File: config.mk
export PLATFORM = sky130hd
export DESIGN_NAME = vna_fifo
export DESIGN_NICKNAME = d
export VERILOG_FILES = /design/src/rtl/vertex_normal_accumulator_core_defines.svh /design/src/rtl/vna_fifo.sv
export SDC_FILE = /design/constraint.sdc
export NUM_CORES = 1
export LEC_CHECK = 0
export BUFFER_PORTS_ARGS = -buffer_cell sky130_fd_sc_hd__buf_2
export CAP_MARGIN = 20
export CELL_PAD_IN_SITES_DETAIL_PLACEMENT = 0
export CELL_PAD_IN_SITES_GLOBAL_PLACEMENT = 2
export CORE_MARGIN = 10
export CORE_UTILIZATION = 36
export DETAILED_ROUTE_END_ITERATION = 10
export GPL_ROUTABILITY_DRIVEN = 0
export PLACE_DENSITY_LB_ADDON = 0.1
export SYNTH_ARGS = -nofsm -noshare
export SYNTH_HDL_FRONTEND = slang
export SYNTH_SLANG_ARGS = --single-unit
File: constraint.sdc
create_clock -name i_clk -period 3 [get_ports i_clk]
set_clock_uncertainty 0.1 [all_clocks]
set_input_delay 0.3 -clock i_clk [delete_from_list [all_inputs] [get_ports i_clk]]
set_output_delay 0.3 -clock i_clk [all_outputs]
set_load 0.01 [all_outputs]
File: src/rtl/vertex_normal_accumulator_core_defines.svh
// Assertion macros shared by the vertex normal accumulator RTL.
// No dependencies; included by the files that carry assertions.
`ifndef VERTEX_NORMAL_ACCUMULATOR_CORE_DEFINES_SVH
`define VERTEX_NORMAL_ACCUMULATOR_CORE_DEFINES_SVH

// Same-cycle implication, checked outside reset.
`define VNA_ASSERT_IMPL(lbl, clk, rst_n, ante, cons, msg) \
    lbl: assert property (@(posedge clk) disable iff (!(rst_n)) (ante) |-> (cons)) else $error(msg);

// Next-cycle implication, checked outside reset.
`define VNA_ASSERT_NEXT(lbl, clk, rst_n, ante, cons, msg) \
    lbl: assert property (@(posedge clk) disable iff (!(rst_n)) (ante) |=> (cons)) else $error(msg);

`endif

File: src/rtl/vna_fifo.sv
// Small register queue used between the front and back parts and on the result side.
// Depends on nothing but its parameters.
module vna_fifo #(
    parameter int WIDTH = 8,
    parameter int DEPTH = 2
) (
    input  logic             i_clk,
    input  logic             i_rst_n,
    input  logic             i_push,
    input  logic [WIDTH-1:0] i_data,
    output logic             o_full,
    input  logic             i_pop,
    output logic [WIDTH-1:0] o_data,
    output logic             o_empty
);
    localparam int PW = (DEPTH > 1) ? $clog2(DEPTH) : 1;

    logic [WIDTH-1:0] r_mem [DEPTH];
    logic [PW-1:0]    r_wr;
    logic [PW-1:0]    r_rd;
    logic [PW:0]      r_cnt;
    logic             w_push;
    logic             w_pop;

    assign o_full  = (r_cnt == (PW+1)'(DEPTH));
    assign o_empty = (r_cnt == '0);
    assign o_data  = r_mem[r_rd];
    assign w_push  = i_push && !o_full;
    assign w_pop   = i_pop && !o_empty;

    always_ff @(posedge i_clk) begin
        if (!i_rst_n) begin
            r_wr  <= '0;
            r_rd  <= '0;
            r_cnt <= '0;
        end else begin
            if (w_push) begin
                r_wr <= (r_wr == PW'(DEPTH - 1)) ? '0 : r_wr + 1'b1;
            end
            if (w_pop) begin
                r_rd <= (r_rd == PW'(DEPTH - 1)) ? '0 : r_rd + 1'b1;
            end
            if (w_push && !w_pop) begin
                r_cnt <= r_cnt + 1'b1;
            end else if (w_pop && !w_push) begin
                r_cnt <= r_cnt - 1'b1;
            end
        end
    end

    always_ff @(posedge i_clk) begin
        if (w_push) begin
            r_mem[r_wr] <= i_data;
        end
    end

endmodule

# Word level (Yosys, flattened, before mapping)
# Memories as Yosys holds them, arrays and structs flattened. A register that Yosys moved wholly into a read port is not among the register bits.
# Index checks and enable logic that the tools add are counted.
op_classes:
  addsub: 4
  eq_ne: 1
  mux: 8
  reduce_logical: 10
op_table:
  columns: ["cell", "count"]
  rows:
  - ["$mux 1", 6]
  - ["$logic_and 1x1->1", 4]
  - ["$logic_not 1->1", 4]
  - ["$mux 2", 2]
  - ["$add 1x1->1 const B", 2]
  - ["$add 2x1->2 const B", 1]
  - ["$eq 2x2->1 const B", 1]
  - ["$logic_not 2->1", 1]
  - ["$reduce_bool 2->1", 1]
  - ["$sub 2x1->2 const B", 1]
word_totals:
  regBits: 4
  ramBits: 16
  input_bits: 12
  mem_count: 1
mem_list:
  columns: ["memory", "words", "width", "read_ports", "rd_ports_with_merged_regs", "write_ports", "line", "text"]
  rows:
  - ["r_mem", 2, 8, 1, 1, 1, "vna_fifo.sv:18", "logic [WIDTH-1:0] r_mem [DEPTH];"]

# Longest topological paths before layout
# Gate-level depths: netlist (run 1).
logic_depth:
  ltp_word: 7
  ltp_mapped: 7
  ltp_nobuf: 7

# Worst setup path before layout (run 1)
# No wires, ideal clock.
synth_timing:
  path_type: "reg-to-reg"
  start: "reg r_cnt[0]"
  end: "reg r_cnt[1]"
  setup_ps: 70
  arrival_time_ps: 1401
  required_time_ps: 2830
  path_slack_ps: 1429
  path_stages_with_launch: 7
  cell_sequence: "dfxtp_1 nand2b_1 inv_2 nor2_1 ha_1 or3_1 a21boi_1"
synth_via:
  elab_chain_cells: 6
synth_lines:
  columns: ["element", "line", "text"]
  rows:
  - ["start: declaration", "vna_fifo.sv:21", "logic [PW:0] r_cnt;"]
  - ["start signal: assignment", "vna_fifo.sv:44", "r_cnt <= r_cnt + 1'b1;"]
  - ["start signal: assignment", "vna_fifo.sv:46", "r_cnt <= r_cnt - 1'b1;"]
  - ["$eq 2x2->1 (*)", "vna_fifo.sv:25", "assign o_full = (r_cnt == (PW+1)'(DEPTH));"]
  - ["named net o_full", "vna_fifo.sv:11", "output logic o_full,"]
  - ["$logic_not 1->1 (*)", "vna_fifo.sv:28", "assign w_push = i_push && !o_full;"]
  - ["$logic_and 1x1->1 (*)", "vna_fifo.sv:28", null]
  - ["$logic_not 1->1", "vna_fifo.sv:45", "end else if (w_pop && !w_push) begin"]
  - ["$logic_and 1x1->1", "vna_fifo.sv:45", null]
  - ["$reduce_bool 2->1 (no line)", null, null]
# Mark *: on every way through the listed nets, which the timed path passes. The rest lies on a longest branch. The select of a mux whose other input is x is not followed.
# A chain may end at the register's enable or synchronous reset.

==> results of run 1 <==
[metrics by stage]
step           setup WS (ns)  utilization, %  instances  power, mW
6_report               1.239           44.75        102     0.7815
2_1_floorplan          1.429               -         50     0.5805
4_1_cts                1.195           44.75        102     0.7942
3_5_place_dp           1.319           43.54         98     0.6645
3_3_place_gp           1.331           43.54         98     0.6657
5_1_grt                1.159           44.75        102     0.8360
[layout by cell type, fill, tap and decap left out, drive strengths merged]
master,instances
dfxtp,5
or3,1
nor3,1
o21a,1
edfxtp,16
mux2,8
xnor2,2
ha,1
and2,3
a21boi,2
nand2b,1
inv,2
buf,21
nor2,2
o21ai,2
clkbuf,4
xor2,1
and3,1
[power by group]
part	total [mW]	switching (mW)	internal [mW]	leakage, nW
clock	0.130	0.0784	0.0517	0.0150
sequential	0.409	0.0379	0.371	0.191
combinational	0.242	0.116	0.126	0.173
total	0.782	0.233	0.549	0.379
[kinds of logic (layout without fill, tap and decap cells)]
kind of cell,Yosys count,after routing
flops,21,21
simple gates,9,9
mux,8,8
compound gates,5,5
xor+xnor,3,3
buf+inv,3,27
fa+ha+maj,1,1
[layout make-up]
| cell class | count | area, sq um |
|---|---|---|
| timing repair buffer | 21 | 105.1 |
| fill | 215 | 1199 |
| tap | 28 | 35.03 |
| sequential | 21 | 580.6 |
| multi-input combinational | 26 | 216.5 |
| clock buffer | 4 | 26.28 |
| inverter | 2 | 7.507 |
[worst paths after layout]
| kind | start | end | slack [ns] | depth (start not counted) |
|---|---|---|---|---|
| worst min-delay path | i_data[6] | r_mem[1][6] | 0.09 | 1 |
| worst min register to register | r_cnt[1] | r_cnt[1] | 0.44 | 2 |
| worst max-delay path | register | o_data[2] | 1.24 | 2 |
| worst max register to register | r_cnt[0] | r_cnt[1] | 1.34 | 6 |
[per-layer routing]
metal  vias to the layer above  global-route usage (%)  part of all wire, %
met4                         0                   3.077                    0
met1                       225                   6.402                   39
li1                        230                       -                    -
met5                         -                       0                    0
met2                         9                   10.66                   53
met3                         0                   3.140                  7.2
[state kept, by name (all words and copies together), names as in the netlist, named ones only]
name   cells
r_mem     16
r_wr       1
r_cnt      2
r_rd       1
[worst register-to-register path, delay by kind of cell (launching register included)]
kind / cells / cell delay (ns)
AO/OA/AOI/OAI: 1 / 0.14
adder cells (fa/ha/maj): 1 / 0.26
buffers and inverters: 1 / 0.06
flip-flops: 1 / 0.42
AND/OR/NAND/NOR: 3 / 0.62
==> run summary, run 1 <==
Synth Area in Compound Gates: 4.019%
Most numerous cell in the Yosys netlist: edfxtp_1
Mean Syn Cell Area: 16.19 sq um
Largest net degree at the start of global routing: 12
Most area-hungry cell type in the Yosys netlist: edfxtp_1
CP top delay family: flip-flops
Mux share of post-synthesis cell area: 11.13%
Via density: 4.549
I/O Buffers: 21
YS warnings: 0
Share of cells above drive strength 1: 45.95%
Setup violators final: 0
Max VDD drop: 0.3511 mV
Leakage: 0.3790 nW
Rel. slew slack: 51.80%
Combinational family with the most area after synthesis: multiplexers
Htree depth: 1
Worst path cell trace: mux2_2, buf_2
Min Tclk post-route: 1.761 ns
Peak Freq: 567.8 MHz
Starting DRT DRC Count: 4
Post-CTS sizing: 0
Residual DRC: 0
Cells after Synth: 50
CTS Root Cell: clkbuf_4
Post-Synth XOR/XNOR Area: 3.246%
Tightest Pin Transition: 0.7191 ns
Vias in the first global route: 488
Fin crit share: 58.70%
Status: finished clean
CP startpoint kind: register
Crit-path slowest cell: dfxtp_1
Largest stage delay on the critical path: 0.54 ns
Hold-fix buffers, CTS: 0
Dpl hpwl: 1051 um
Die width: 67.42 um
Crit path buffers/inverters: 1
Post-synth EDFFs: 16
Clock Sinks: 21
Cell area after synthesis: 809.5 sq um
RSZ-0062 raised after global routing: no
Dpl cell area: 944.7 sq um
Global Route Usage Sum: 6.322%
Simple-gate share of the synthesized area: 6.801%
Detailed Routing Iterations Pass 1: 4
Final Cell Area: 970.9 sq um
Site row count: 17
N_diodes: 0
Die area: 4545 sq um
Smallest hold slack: 0.08664 ns
Post-route setup TNS: 0 ns
First-pass GRT wire length: 2139 um
GRT overflow: 0
Slew Limit Fails: 0
Max-cap violations: 0
Setup CP Type: reg -> out
Starting Density: 37.31%
Num CTS Buffers: 3
TritonCTS clock tree: done
Top_reg_cell synth: edfxtp_1
DRT antenna net count: 0
DR WL/cell: 13.28 um
Post-synthesis adder-cell area fraction: 1.546%
Reg clk slew, reported paths: 0.11 ns
Synth top area share: 59.35%
Routed Wire Length: 1355 um
Post CTS Setup Buffer Count: 0
Antenna violations before repair: 0
Syn_nets: 63
# IOs: 22
Die H: 67.42 um
CORE AREA: 2170 sq um
Final #Nets: 88
Yosys reg bits: 21
CP Data Required Time: 2.60 ns
Worst-path maximum fanout: 8
Worst skew pair latency: 0.29 ns
Kind of end point of the critical path: output port
Final Hold Violating Endpoints: 0
Power Dens Cells: 804.9 nW/um^2
Async set or reset register ratio after synthesis: 0%
Yosys cell types: 20
Clock Path Buffers: 2
CP arrival: 1.36 ns
HP Class: in -> reg
Synth area leaders: edfxtp_1 (59%), dfxtp_1 (12%), mux2_2 (11%)
Routed vias: 464
Layout area overhead: 19.94%
Commonest cells in the synthesized netlist: edfxtp_1 (16), mux2_2 (8), dfxtp_1 (5), and2_1 (3)
Register area share after synthesis: 71.72%
(Power assumes the default switching activity.)
==> run 2: changes to the inputs <==
--- a/config.mk
+++ b/config.mk
@@ -10,7 +10,7 @@
 export CELL_PAD_IN_SITES_DETAIL_PLACEMENT = 0
 export CELL_PAD_IN_SITES_GLOBAL_PLACEMENT = 2
 export CORE_MARGIN = 10
-export CORE_UTILIZATION = 36
+export CORE_UTILIZATION = 34
 export DETAILED_ROUTE_END_ITERATION = 10
 export GPL_ROUTABILITY_DRIVEN = 0
 export PLACE_DENSITY_LB_ADDON = 0.1
==> constraint.sdc (replaced) <==
create_clock -name i_clk -period 1.8 [get_ports i_clk]
set_clock_uncertainty 0.1 [all_clocks]
set_input_delay 0.18 -clock i_clk [delete_from_list [all_inputs] [get_ports i_clk]]
set_output_delay 0.18 -clock i_clk [all_outputs]
set_load 0.01 [all_outputs]
==> run summary, run 2 (synthesis gave the netlist of run 1 again) <==
Share of cells above drive strength 1: 43.37% (was 45.95%)
Fin crit share: 92.26%
CORE AREA: 2233 sq um (was 2170 sq um)
GRT overflow: 0 (unchanged)
RSZ-0062 raised after global routing: no (unchanged)
Reg clk slew, reported paths: 0.11 ns (about the same)
Setup violators final: 0 (unchanged)
DR WL/cell: 12.97 um (was 13.28 um)
DRT antenna net count: 0 (unchanged)
Die H: 68.80 um (was 67.42 um)
Die width: 68.80 um (was 67.42 um)
CP startpoint kind: register (unchanged)
Post-route setup TNS: 0 ns (unchanged)
Max FFs per register: 16 (unchanged)
Post-Layout Cell Count: 111 (was 102)
Slew Limit Fails: 0 (unchanged)
Htree depth: 1 (unchanged)
Worst Reg-to-Reg Cells: 6 (unchanged)
First-pass GRT wire length: 2325 um (was 2139 um)
Power Dens Cells: 1251 nW/um^2 (was 804.9 nW/um^2)
Num CTS Buffers: 3 (unchanged)
Worst path cell trace: mux2_2, buf_2 (unchanged)
FF-to-FF setup slack: 0.18 ns (was 1.34 ns)
CTS Root Cell: clkbuf_4 (unchanged)
N_diodes: 0 (unchanged)
Site row count: 17 (unchanged)
# IOs: 22 (unchanged)
Max-cap violations: 0 (unchanged)
CP Data Required Time: 1.52 ns (was 2.60 ns)
Setup CP Type: reg -> out (unchanged)
Worst hold endpoint: r_wr (was r_mem[1][6])
Max VDD drop: 0.5781 mV (was 0.3511 mV)
HP Class: in -> reg (unchanged)
Residual DRC: 0 (unchanged)
Most common cell after layout, fill and taps aside: buf_2 (unchanged)
Leakage: 0.4177 nW (was 0.3790 nW)
Smallest hold slack: 0.04094 ns (was 0.08664 ns)
Via density: 4.333 (was 4.549)
CP arrival: 1.38 ns (was 1.36 ns)
Placed insts: 99 (was 98)
Die area: 4733 sq um (was 4545 sq um)
Crit-path slowest cell: dfxtp_1 (unchanged)
Layout area overhead: 30.91% (was 19.94%)
Crit path buffers/inverters: 1 (unchanged)
Worst-path maximum fanout: 8 (unchanged)
Tightest Pin Transition: 0.3720 ns (was 0.7191 ns)
Status: finished clean (unchanged)
Antenna violations before repair: 0 (unchanged)
Largest stage delay on the critical path: 0.56 ns (was 0.54 ns)
R2r endpoint: r_cnt[1] (unchanged)
Routed vias: 481 (was 464)
Largest Register: r_mem (unchanged)
Starting Density: 36.25% (was 37.31%)
Detailed Routing Iterations Pass 1: 4 (unchanged)
TritonCTS clock tree: done (unchanged)
Clock Path Buffers: 2 (unchanged)
Clock Sinks: 21 (unchanged)
Post CTS Setup Buffer Count: 0 (unchanged)
R2R Path Start: r_cnt[0] (unchanged)
CP top delay family: flip-flops (unchanged)
Kind of end point of the critical path: output port (unchanged)
I/O Buffers: 21 (unchanged)
Starting DRT DRC Count: 15 (was 4)
Global Route Usage Sum: 6.678% (was 6.322%)
Hold path startpoint: i_rst_n (was i_data[6])
Peak Freq: 602.1 MHz
Rel. slew slack: 75.20% (was 51.80%)
Largest net degree at the start of global routing: 12 (unchanged)
Vias in the first global route: 525 (was 488)
Dpl hpwl: 1035 um (was 1051 um)
Worst skew pair latency: 0.29 ns (about the same)
Final #Nets: 97 (was 88)
Routed Wire Length: 1440 um (was 1355 um)
FILL cells: 210 (was 215)
Largest regs: r_mem x16, r_cnt x2 (unchanged)
Hold depth: 2 (was 1)
Final Hold Violating Endpoints: 0 (unchanged)
Min Tclk post-route: 1.661 ns
Most frequent cells in the layout: buf_2 (21), edfxtp_1 (16), mux2_2 (8), dlygate4sd3_1 (8), dfxtp_1 (4) (was buf_2 (21), edfxtp_1 (16), mux2_2 (8), dfxtp_1 (5))
==> run 2: where the power goes <==
part / total (mW) / switching (mW) / internal (mW)
registers: 0.685 / 0.0647 / 0.620
clock network: 0.215 / 0.129 / 0.0862
logic: 0.426 / 0.197 / 0.229
==> run 2: timing repair <==
action | CTS | global route
hold buffers | 8 | 0
setup endpoints to repair | 0 | 1
endpoints found under the hold margin | 16 | 0
resized for setup | 0 | 1
==> run 2: routing by layer <==
metal | GRT usage (%) | vias up | routed length, um
li1 | - | 245 | -
met1 | 7.852 | 217 | 660
met2 | 9.793 | 17 | 628
met3 | 3.221 | 2 | 140
met4 | 3.695 | 0 | 10
met5 | 0 | - | 0
==> run 2: area by class of cell <==
class                   instances  area (sq um)  area share (%)
well taps                      28         35.03           3.306
multi-input cells              26         216.5           20.42
clock buffers                   4         26.28           2.479
flip-flops and latches         21         581.8           54.90
inverters                       2         7.507          0.7084
repair buffers                 30         192.7           18.18
==> run 2: how the worst max path moves through the flow <==
| stage | slack [ns] | from | end | depth (start not counted) |
|---|---|---|---|---|
| finish | 0.14 | register | o_data[7] | 2 |
| global route | 0.02 | register | o_data[3] | 2 |
| CTS | 0.09 | register | o_data[7] | 2 |
| global placement | 0.19 | r_cnt[0] | r_cnt[1] | 6 |
| detailed placement | 0.13 | r_cnt[0] | r_cnt[1] | 6 |
| floorplan | 0.23 | r_cnt[0] | r_cnt[1] | 6 |
==> run 2: stage by stage <==
step                utilization, %  setup WS (ns)  power (mW)  area, sq um
floorplan                        -         0.2290      0.9674        809.5
global placement             42.63         0.1852       1.120        952.2
detailed placement           42.63         0.1286       1.118        952.2
CTS                          47.39        0.09063       1.349         1059
global route                 47.45        0.02160       1.433         1060
finish                       47.45         0.1393       1.326         1060
