--- src/rtl/vertex_normal_accumulator_core_defines.svh ---
// Assertion macros shared by the vertex normal accumulator RTL.
// No dependencies; included by the files that carry assertions.
`ifndef VERTEX_NORMAL_ACCUMULATOR_CORE_DEFINES_SVH
`define VERTEX_NORMAL_ACCUMULATOR_CORE_DEFINES_SVH

// Same-cycle implication, checked outside reset.
`define VNA_ASSERT_IMPL(lbl, clk, rst_n, ante, cons, msg) \
    lbl: assert property (@(posedge clk) disable iff (!(rst_n)) (ante) |-> (cons)) else $error(msg);

// Next-cycle implication, checked outside reset.
`define VNA_ASSERT_NEXT(lbl, clk, rst_n, ante, cons, msg) \
    lbl: assert property (@(posedge clk) disable iff (!(rst_n)) (ante) |=> (cons)) else $error(msg);

`endif

--- src/rtl/vna_pkg.sv ---
// Shared types, constants and helper functions of the vertex normal accumulator.
// No dependencies; imported by every module of the block except vna_fifo.
package vna_pkg;

    localparam int VERTEX_COUNT_DEF = 1024;
    localparam int VIDX_W = 10;
    localparam int MAX_DEPTH = 1024;
    localparam int POS_W = 24;
    localparam int SUM_W = 24;
    localparam int NRM_W = 16;
    localparam int THR_W = 32;
    localparam logic [THR_W-1:0] THR_RESET = 32'd4295;
    localparam int EDGE_W = 25;
    localparam int VEC_W = 51;
    localparam int ONE_Q14 = 16384;
    localparam int CMD_FIFO_DEPTH = 2;
    localparam int OUT_FIFO_DEPTH = 2;

    typedef enum logic [1:0] {
        K_WRITE    = 2'd0,
        K_TRIANGLE = 2'd1,
        K_READ     = 2'd2,
        K_NONE     = 2'd3
    } t_kind;

    typedef struct packed {
        t_kind                    kind;
        logic [VIDX_W-1:0]        va;
        logic [VIDX_W-1:0]        vb;
        logic [VIDX_W-1:0]        vc;
        logic signed [POS_W-1:0]  px;
        logic signed [POS_W-1:0]  py;
        logic signed [POS_W-1:0]  pz;
    } t_cmd;

    typedef struct packed {
        logic signed [NRM_W-1:0] nx;
        logic signed [NRM_W-1:0] ny;
        logic signed [NRM_W-1:0] nz;
        logic                    zero;
    } t_nres;

    // Reduces a vertex index modulo the vertex count by restoring subtraction.
    function automatic logic [VIDX_W-1:0] idx_mod(input logic [VIDX_W-1:0] v,
                                                  input int unsigned vc);
        logic [31:0] r;
        logic [31:0] d;
        r = 32'(v);
        for (int k = VIDX_W - 1; k >= 0; k--) begin
            d = vc << k;
            if ((vc << k) >> k == vc && d <= r) begin
                r = r - d;
            end
        end
        return r[VIDX_W-1:0];
    endfunction

endpackage

--- src/rtl/vna_front.sv ---
// Front part: accepts items, drops unused kinds and reduces vertex indices.
// Depends on vna_pkg.
module vna_front import vna_pkg::*; #(
    parameter int VERTEX_COUNT = VERTEX_COUNT_DEF
) (
    input  logic                    i_clk,
    input  logic                    i_rst_n,
    input  logic                    i_hold,
    input  logic                    i_push,
    output logic                    o_full,
    input  logic [1:0]              i_kind,
    input  logic [VIDX_W-1:0]       i_vertex_a,
    input  logic [VIDX_W-1:0]       i_vertex_b,
    input  logic [VIDX_W-1:0]       i_vertex_c,
    input  logic signed [POS_W-1:0] i_pos_x,
    input  logic signed [POS_W-1:0] i_pos_y,
    input  logic signed [POS_W-1:0] i_pos_z,
    output t_cmd                    o_cmd,
    output logic                    o_cmd_push,
    input  logic                    i_cmd_full
);
    logic r_valid;
    t_cmd r_cmd;
    logic w_acc;

    assign o_full     = i_hold || (r_valid && i_cmd_full);
    assign w_acc      = i_push && !o_full;
    assign o_cmd_push = r_valid && !i_cmd_full;

    always_comb begin
        o_cmd    = r_cmd;
        o_cmd.va = idx_mod(r_cmd.va, VERTEX_COUNT);
        o_cmd.vb = idx_mod(r_cmd.vb, VERTEX_COUNT);
        o_cmd.vc = idx_mod(r_cmd.vc, VERTEX_COUNT);
    end

    always_ff @(posedge i_clk) begin
        if (!i_rst_n) begin
            r_valid <= 1'b0;
        end else if (w_acc) begin
            r_valid <= (t_kind'(i_kind) != K_NONE);
        end else if (o_cmd_push) begin
            r_valid <= 1'b0;
        end
    end

    always_ff @(posedge i_clk) begin
        if (w_acc) begin
            r_cmd.kind <= t_kind'(i_kind);
            r_cmd.va   <= i_vertex_a;
            r_cmd.vb   <= i_vertex_b;
            r_cmd.vc   <= i_vertex_c;
            r_cmd.px   <= i_pos_x;
            r_cmd.py   <= i_pos_y;
            r_cmd.pz   <= i_pos_z;
        end
    end

endmodule

--- config.mk ---
export PLATFORM = sky130hd
export DESIGN_NAME = vna_front
export DESIGN_NICKNAME = d
export VERILOG_FILES = /design/src/rtl/vertex_normal_accumulator_core_defines.svh /design/src/rtl/vna_pkg.sv /design/src/rtl/vna_front.sv
export SDC_FILE = /design/constraint.sdc
export NUM_CORES = 1
export LEC_CHECK = 0
export BUFFER_PORTS_ARGS = -buffer_cell sky130_fd_sc_hd__buf_2
export CAP_MARGIN = 0
export CORE_UTILIZATION = 32
export DETAILED_ROUTE_END_ITERATION = 8
export GPL_TIMING_DRIVEN = 0
export HOLD_SLACK_MARGIN = 0.06
export PLACE_DENSITY_LB_ADDON = 0.25
export RECOVER_POWER = 100
export REMOVE_ABC_BUFFERS = 1
export SLEW_MARGIN = 20
export SYNTH_ARGS = -nofsm -noshare
export SYNTH_HDL_FRONTEND = slang
export SYNTH_SLANG_ARGS = --single-unit
export TNS_END_PERCENT = 50
--- constraint.sdc ---
create_clock -name i_clk -period 5.6 [get_ports i_clk]
set_input_delay 0.56 -clock i_clk [delete_from_list [all_inputs] [get_ports i_clk]]
set_output_delay 0.56 -clock i_clk [all_outputs]
set_load 0.03 [all_outputs]
# --- Yosys cells after proc, flatten, opt, wreduce, memory -nomap -nowiden ---
# Index checks and enable logic that the tools add are counted.
op_classes:
  eq_ne: 1
  n_mux: 2
  n_reduce_logical: 7
ops:
  columns: ["op", "count"]
  rows:
  - ["logical AND 1 bit", 3]
  - ["logical NOT 1 bit", 2]
  - ["two-way mux 1 bit", 2]
  - ["!= test 2 bit (second input constant)", 1]
  - ["nonzero test 2 bit", 1]
  - ["logical OR 1 bit", 1]
totals:
  reg_bits: 105
  in_bits: 109
  out_inout_bits: 106
  word_cells: 18

# --- Longest topological paths before layout ---
# Gate-level depths: netlist of run 1.
logic_depth:
  word_depth: 5
  ltp_mapped: 3
  depth_no_buf: 3

# --- Worst setup path after synthesis of run 1 ---
# No wires, ideal clock.
synth_timing:
  kind: "input to register"
  startpoint: "input port i_hold"
  endpoint: "register r_cmd (netlist bit o_cmd[0]), enable pin"
  setup_time_ps: 569
  arrival_ps: 5052
  t_required_ps: 5031
  path_slack_ps: -21
  stages: 2
  path_buffers: 0
  cell_sequence: "nand2b_4 nor2_1"
synth_between:
  elab_chain_len: 3
synth_lines:
  columns: ["item", "line_no", "text"]
  rows:
  - ["start, declared", "vna_front.sv:8", "input logic i_hold,"]
  - ["logical OR 1 bit", "vna_front.sv:26", "assign o_full = i_hold || (r_valid && i_cmd_full);"]
  - ["logical NOT 1 bit", "vna_front.sv:27", "assign w_acc = i_push && !o_full;"]
  - ["logical AND 1 bit", "vna_front.sv:27", null]
  - ["net w_acc", "vna_front.sv:24", "logic w_acc;"]
  - ["end, declared", "vna_front.sv:23", "t_cmd r_cmd;"]
# The timed path passes the listed nets, and every way through them passes these cells.
# A chain may end at the register's enable or synchronous reset.

# --- Worst setup path in the final report of run 1 ---
layout_timing:
  startpoint: "input port i_cmd_full"
  endpoint: "register r_cmd (netlist bit o_cmd[86]), enable pin"
layout_between:
  elab_chain_len: 4
layout_lines:
  columns: ["item", "line_no", "text"]
  rows:
  - ["start, declared", "vna_front.sv:20", "input logic i_cmd_full"]
  - ["logical AND 1 bit", "vna_front.sv:26", null]
  - ["logical OR 1 bit", "vna_front.sv:26", null]
  - ["logical NOT 1 bit", "vna_front.sv:27", null]
  - ["logical AND 1 bit", "vna_front.sv:27", null]
  - ["net w_acc", "vna_front.sv:24", null]
# The timed path passes the listed nets, and every way through them passes these cells.

==> metrics.txt, run 1 <==
failing checks capacitance limit, slew limit; leakage power approximately 1.7 nW; Crit Reg-Reg Endpoint o_cmd[86]$_DFFE_PP_; cells on worst reg2reg path 4; Max Slew Vio Count 24; final setup fails 0; htree depth 3; P_sw ~0.00036 W; Num CTS Buffers 9; crit-path max cell delay around 1.6 ns; Arrival @ worst endpoint ~3.0 ns; Peak Freq about 340 MHz; Distinct cells, synth 9; WL final roughly 7.2 mm; vias in the first global route about 1800; first-pass GRT wire length approximately 9.3 mm; Place WS ~3.3 ns; Clock power frac 0.322; Initial DRC Count 21; Sw Ratio 0.233; worst r2r src r_valid$_SDFFE_PN0P_; Max FO, Critical Path 27; Tmin final between 2 and 3 ns; GRT Resource Usage Total 0.125; synth top area cells edfxtp_1 (98%), dfxtp_1 (0.63%), nand2b_4 (0.43%), a21oi_2 (0.27%), and2_4 (0.27%); largest net degree at the start of global routing 30; nets@finish approximately 450; max-cap viol count 1; area leader, netlist edfxtp_1; IO Port Bufs 214; initial antenna violation count 0; Tcrit/Tclk final 0.520; Min Hold Slack between 0.3 and 0.4 ns; Hold Path End o_cmd[1]$_DFFE_PP_; Min-Delay Path Class in2reg; proportion of layout cells with a drive suffix above 1 0.369; IO Pins 215; Remaining Overflow, GRT 0; Critical Path Source i_cmd_full; Slew headroom -0.450; clk sinks 105; Initial Utilization 0.329; Syn Inst Count around 110; ANT nets after route 0; maximum root-to-sink buffer count 2; Ys Warns 0; Worst path slowest cell nor2_1; internal power component approximately 0.0012 W; Post-CTS Hold Fix Bufs 0; CP endpoint kind flip-flop; Flop pwr share 0.583; CP startpoint kind input port; worst-margin pin slew ~2.2 ns; Clock Pin Slew Worst Setup and Hold Paths about 0.10 ns; via count of the routed design between 1500 and 2000; # rows 36; Worst Hold Launch i_pos_z[1]; status finished with violations; RSZ-0062 raised after global routing false; Power, Total roughly 0.0016 W; FF+latch count, synth 105; Root Driver clkbuf_8; hold path depth 1; worst skew pair latency ~0.35 ns; setup TNS 0 ns; WS Path Type in2reg; setup slack after layout 2.69 ns; crit-path leading delay family simple AND/OR/NAND/NOR gates; Power Density approximately 340 nW/um2; CP Cell Sequence buf_2 > and2_0 > nor2_1 > buf_12 > buf_16; Clock Skew 0.00749 ns; Area Growth Syn to Fin 43.2%; die area 10400 um2; peak supply drop between 100 and 150 uV; Final Hold Vio Count 0; router iterations before antenna repair 4; post-cts sizing count 0; Buf+Inv Stages, Crit Path 3; Mean Syn Cell Area between 20 and 30 um2; CTS tree built; Avg WL per Cell between 15 and 20 um; Die Ht just over 100 um; R2R setup slack 2.69 ns; Comb power frac 0.095; die width between 100 and 150 um; ANT cells 0; Worst Path Required approximately 5.7 ns; core footprint between 9000 and 10000 um2; postcts setup bufs 0; Synth top area share 0.976; GP Congestion roughly 0.66; DRC Markers 0; post-synthesis cell area ~3200 um2; via-per-instance ratio between 4 and 5; post-synthesis sequential area ratio 0.982
==> cells by family after synthesis <==
kind of cell | after synthesis | synth area share
AO/OA/AOI/OAI | 2 | 0.00508
flip-flops | 105 | 0.982
AND/OR/NAND/NOR | 5 | 0.0129
==> worst reg2reg max path: stages (launching register included) <==
cell and delay [ns]:
dfxtp_1 0.32, and2_0 0.16, nor2_1 1.61, buf_12 0.30, buf_16 0.21
==> power by group through the flow <==
stage	registers (W)	clock network, W	logic, W
after detailed placement	0.000929	0	0.000160
after floorplan	0.00100	0	0.0000150
after global routing	0.000916	0.000554	0.000158
after CTS	0.000911	0.000530	0.000160
final	0.000912	0.000504	0.000149
after global placement	0.000936	0	0.000150
==> state kept, by name, summed over array words and instances, names as in the netlist <==
register,count
o_cmd,104
r_valid,1
==> final cells by class <==
class                      instances  area, um2
clock buffer                       9        124
clock inverter                     6       92.6
fill                             927       5140
multi-input combinational          7       55.1
sequential                       105       3140
tap                              133        166
timing repair buffer             217       1000
==> synth_stat cells, drive strengths merged <==
master / n
a21oi: 1
and2: 1
and2b: 1
dfxtp: 1
edfxtp: 104
nand2b: 1
nor2: 1
o21a: 1
or2: 1
==> routing by layer <==
| metal | share of wire | vias to the layer above | global-route usage |
|---|---|---|---|
| met1 | 0.39 | 906 | 0.142 |
| li1 | - | 904 | - |
| met4 | 0.013 | 0 | 0.0692 |
| met3 | 0.10 | 5 | 0.0472 |
| met2 | 0.50 | 118 | 0.204 |
| met5 | 0 | - | 0 |
==> how the worst max path moves through the flow <==
| stage | endpoint | slack [ns] | depth (start not counted) |
|---|---|---|---|
| 5_1_grt | o_cmd[41]$_DFFE_PP_ | 2.38 | 4 |
| 3_3_place_gp | o_cmd[61]$_DFFE_PP_ | -1.74 | 3 |
| 2_1_floorplan | o_cmd[0]$_DFFE_PP_ | -0.02 | 2 |
| 6_report | o_cmd[86]$_DFFE_PP_ | 2.69 | 5 |
| 3_5_place_dp | o_cmd[16]$_DFFE_PP_ | 3.31 | 5 |
| 4_1_cts | o_cmd[97]$_DFFE_PP_ | 3.68 | 4 |
==> cells in the final DEF (no fill, tap or decap) <==
cell        instances
a21oi_2             1
and2_0              1
and2b_2             1
buf_12              2
buf_16              1
buf_2             106
bufinv_16           2
clkbuf_1          108
clkbuf_8            9
clkinv_2            1
clkinv_4            1
clkinvlp_4          1
dfxtp_1             1
edfxtp_1          104
inv_8               1
nand2b_4            1
nor2_1              1
o21a_1              1
or2_1               1
==> per-stage QoR <==
step / instance area, um2 / util / std cells
after CTS: 4730 / 0.486 / 477
after global routing: 4580 / 0.471 / 477
after global placement: 4440 / 0.456 / 459
after floorplan: 3200 / - / 112
final: 4580 / 0.471 / 477
after detailed placement: 4510 / 0.464 / 462
No activity file was read; power rests on OpenSTA's default activity.
==> run 2, diff against run 1 <==
--- a/config.mk
+++ b/config.mk
@@ -5,6 +5,7 @@
 export SDC_FILE = /design/constraint.sdc
 export NUM_CORES = 1
 export LEC_CHECK = 0
+export ABC_AREA = 1
 export BUFFER_PORTS_ARGS = -buffer_cell sky130_fd_sc_hd__buf_2
 export CAP_MARGIN = 0
 export CORE_UTILIZATION = 32
==> constraint.sdc (replaced) <==
create_clock -name i_clk -period 2.8 [get_ports i_clk]
set_input_delay 0.28 -clock i_clk [delete_from_list [all_inputs] [get_ports i_clk]]
set_output_delay 0.28 -clock i_clk [all_outputs]
set_load 0.03 [all_outputs]
==> run 2 against run 1 <==
- sequential cell count is the same
- highest routed layer unchanged
- clock skew up 0.0060 ns
- final cell count up 4.4%
- synthesized cell count grew 4.5%
- critical path depth stayed put
- core utilization grew 1.6 points
- sequential power increased by 100%
- area after synthesis is 0.31% lower
- first-iteration DRC count rose by 140%
- the flow now finishes without violations
==> metrics.txt, run 2 <==
Tcrit/Tclk final 0.575; # rows 36; CP Cell Sequence nand2_1 > nand2_1 > nor2_4 > buf_16 > buf_16; Die Ht roughly 100 um; via-per-instance ratio just over 4; ANT cells 0; number of instances in the placed design around 470; Mean Syn Cell Area 27.3 um2; Avg WL per Cell about 14 um; router iterations before antenna repair 4; die width just over 100 um; filler instances between 900 and 1000; crit-path max cell delay between 0.3 and 0.4 ns; Arrival @ worst endpoint approximately 1.7 ns; Remaining Overflow, GRT 0; max-cap viol count 0; WL final slightly below 7 mm; Area Growth Syn to Fin 48.5%; IO Port Bufs around 210; status completed; Clock Skew roughly 0.013 ns; Power Density between 600 and 700 nW/um2; htree depth 3; Worst Path Required 2.86 ns; Max FO, Critical Path 26; Synth Flop Type edfxtp_1; DRC Markers 0; Max Slew Vio Count 0; ys async rst share 0; Ys Warns 0; vias in the first global route between 1500 and 2000; post-synthesis cell area 3190 um2; CP endpoint kind flip-flop; peak supply drop 256 uV; core footprint 9730 um2; FF+latch count, synth roughly 110; Initial DRC Count 50; Syn Inst Count between 100 and 150; initial antenna violation count 0; final setup fails 0; first-pass GRT wire length ~9.3 mm; RSZ-0062 raised after global routing false; CTS tree built; ANT nets after route 0; synth top area cells edfxtp_1 (98%), dfxtp_1 (0.63%), inv_1 (0.59%), nand2_1 (0.35%), nor2_1 (0.35%); maximum root-to-sink buffer count 2; Distinct cells, synth 6; CP startpoint kind flip-flop; leakage power approximately 1.8 nW; nets@finish between 400 and 500; Min-Delay Path Class in2reg; hpwl dp around 5.2 mm; Num CTS Buffers 9; worst-margin pin slew 0.442 ns; largest net degree at the start of global routing 28; GP Congestion roughly 0.7; Clock Pin Slew Worst Setup and Hold Paths ~0.11 ns; commonest non-fill, non-tap cell in the layout clkbuf_1; WS Path Type reg2reg; GRT Resource Usage Total 0.123; Slew headroom 0.705; die area between 10000 and 15000 um2; IO Pins around 220; most frequent cells in the layout clkbuf_1 (110), buf_2 (105), edfxtp_1 (104); post-route insts no fill approximately 500; Peak Freq a little over 600 MHz; via count of the routed design a little over 2000; proportion of layout cells with a drive suffix above 1 0.342; final core occ 0.487; most frequent cell after synthesis edfxtp_1; max reg flops approximately 100; Initial Utilization 0.328; clk sinks roughly 110; Tmin final 1.61 ns; EDFF count, synth 104; Final Hold Vio Count 0; Root Driver clkbuf_8; area leader, netlist edfxtp_1; post-synthesis sequential area ratio 0.985; Worst path slowest cell nor2_4; Post-synth top cells edfxtp_1 (104), inv_1 (5), nand2_1 (3), nor2_1 (3); worst skew pair latency between 0.3 and 0.4 ns; Synth top area share 0.979
run 2: logic make-up after synthesis:
| group | count (synthesis) | synth area share |
|---|---|---|
| compound gates | 1 | 0.00196 |
| buf+inv | 5 | 0.00588 |
| flops | 105 | 0.985 |
| simple gates | 6 | 0.00706 |
run 2: final timing paths:
path / cells after the start / slack [ns] / start / endpoint
min reg2reg: 4 / 0.61 / r_valid$_SDFFE_PN0P_ / r_valid$_SDFFE_PN0P_
max reg2reg: 5 / 1.19 / r_valid$_SDFFE_PN0P_ / o_cmd[56]$_DFFE_PP_
min: 1 / 0.08 / i_pos_x[21] / o_cmd[69]$_DFFE_PP_
max: 5 / 1.19 / r_valid$_SDFFE_PN0P_ / o_cmd[56]$_DFFE_PP_
run 2: metrics by stage:
stage / hold slack, ns / total power (W) / TNS (ns) / worst slack, ns / area, um2
2_1_floorplan: 0.379 / 0.00203 / -284.80 / -2.74 / 3190
3_3_place_gp: 0.456 / 0.00217 / -431.25 / -4.15 / 4430
3_5_place_dp: 0.458 / 0.00218 / 0 / 1.11 / 4550
4_1_cts: 0.0625 / 0.00306 / 0 / 1.18 / 4740
5_1_grt: 0.0616 / 0.00313 / 0 / 1.10 / 4740
6_report: 0.0834 / 0.00302 / 0 / 1.19 / 4740
run 2: area by class of cell:
class	count	area, um2	share of cell area
Timing Repair Buffer	232	1180	0.250
Tap cell	133	166	0.0351
Clock buffer	10	128	0.0269
Inverter	5	18.8	0.00396
Clock inverter	6	62.6	0.0132
Multi-Input combinational cell	7	36.3	0.00766
Sequential cell	105	3140	0.663
run 2: critical path: cells and delay by family (launching register included):
kind | cells | cell delay (ns)
AND/OR/NAND/NOR | 3 | 0.55
buffers and inverters | 2 | 0.42
flip-flops | 1 | 0.33
run 2: power breakdown:
group | switching (W) | total [W] | internal, W
Sequential | 0.0000159 | 0.00182 | 0.00181
Combinational | 0.000213 | 0.000319 | 0.000106
Clock | 0.000532 | 0.000878 | 0.000346
run 2: metal layers:
layer  up-vias  wire, um  part of all wire  global-route usage
met5         -         0                 0                   0
met4         0       150             0.022              0.0714
met3        12       861              0.12              0.0554
met2       124      3390              0.49               0.201
met1       931      2560              0.37               0.134
li1        946         -                 -                   -
run 2: what timing repair did:
| action | in CTS | in global routing |
|---|---|---|
| hold endpoints to repair | 0 | 14 |
| resized for setup | 0 | 0 |
| hold buffers | 0 | 14 |
| buffers inserted | 0 | 0 |
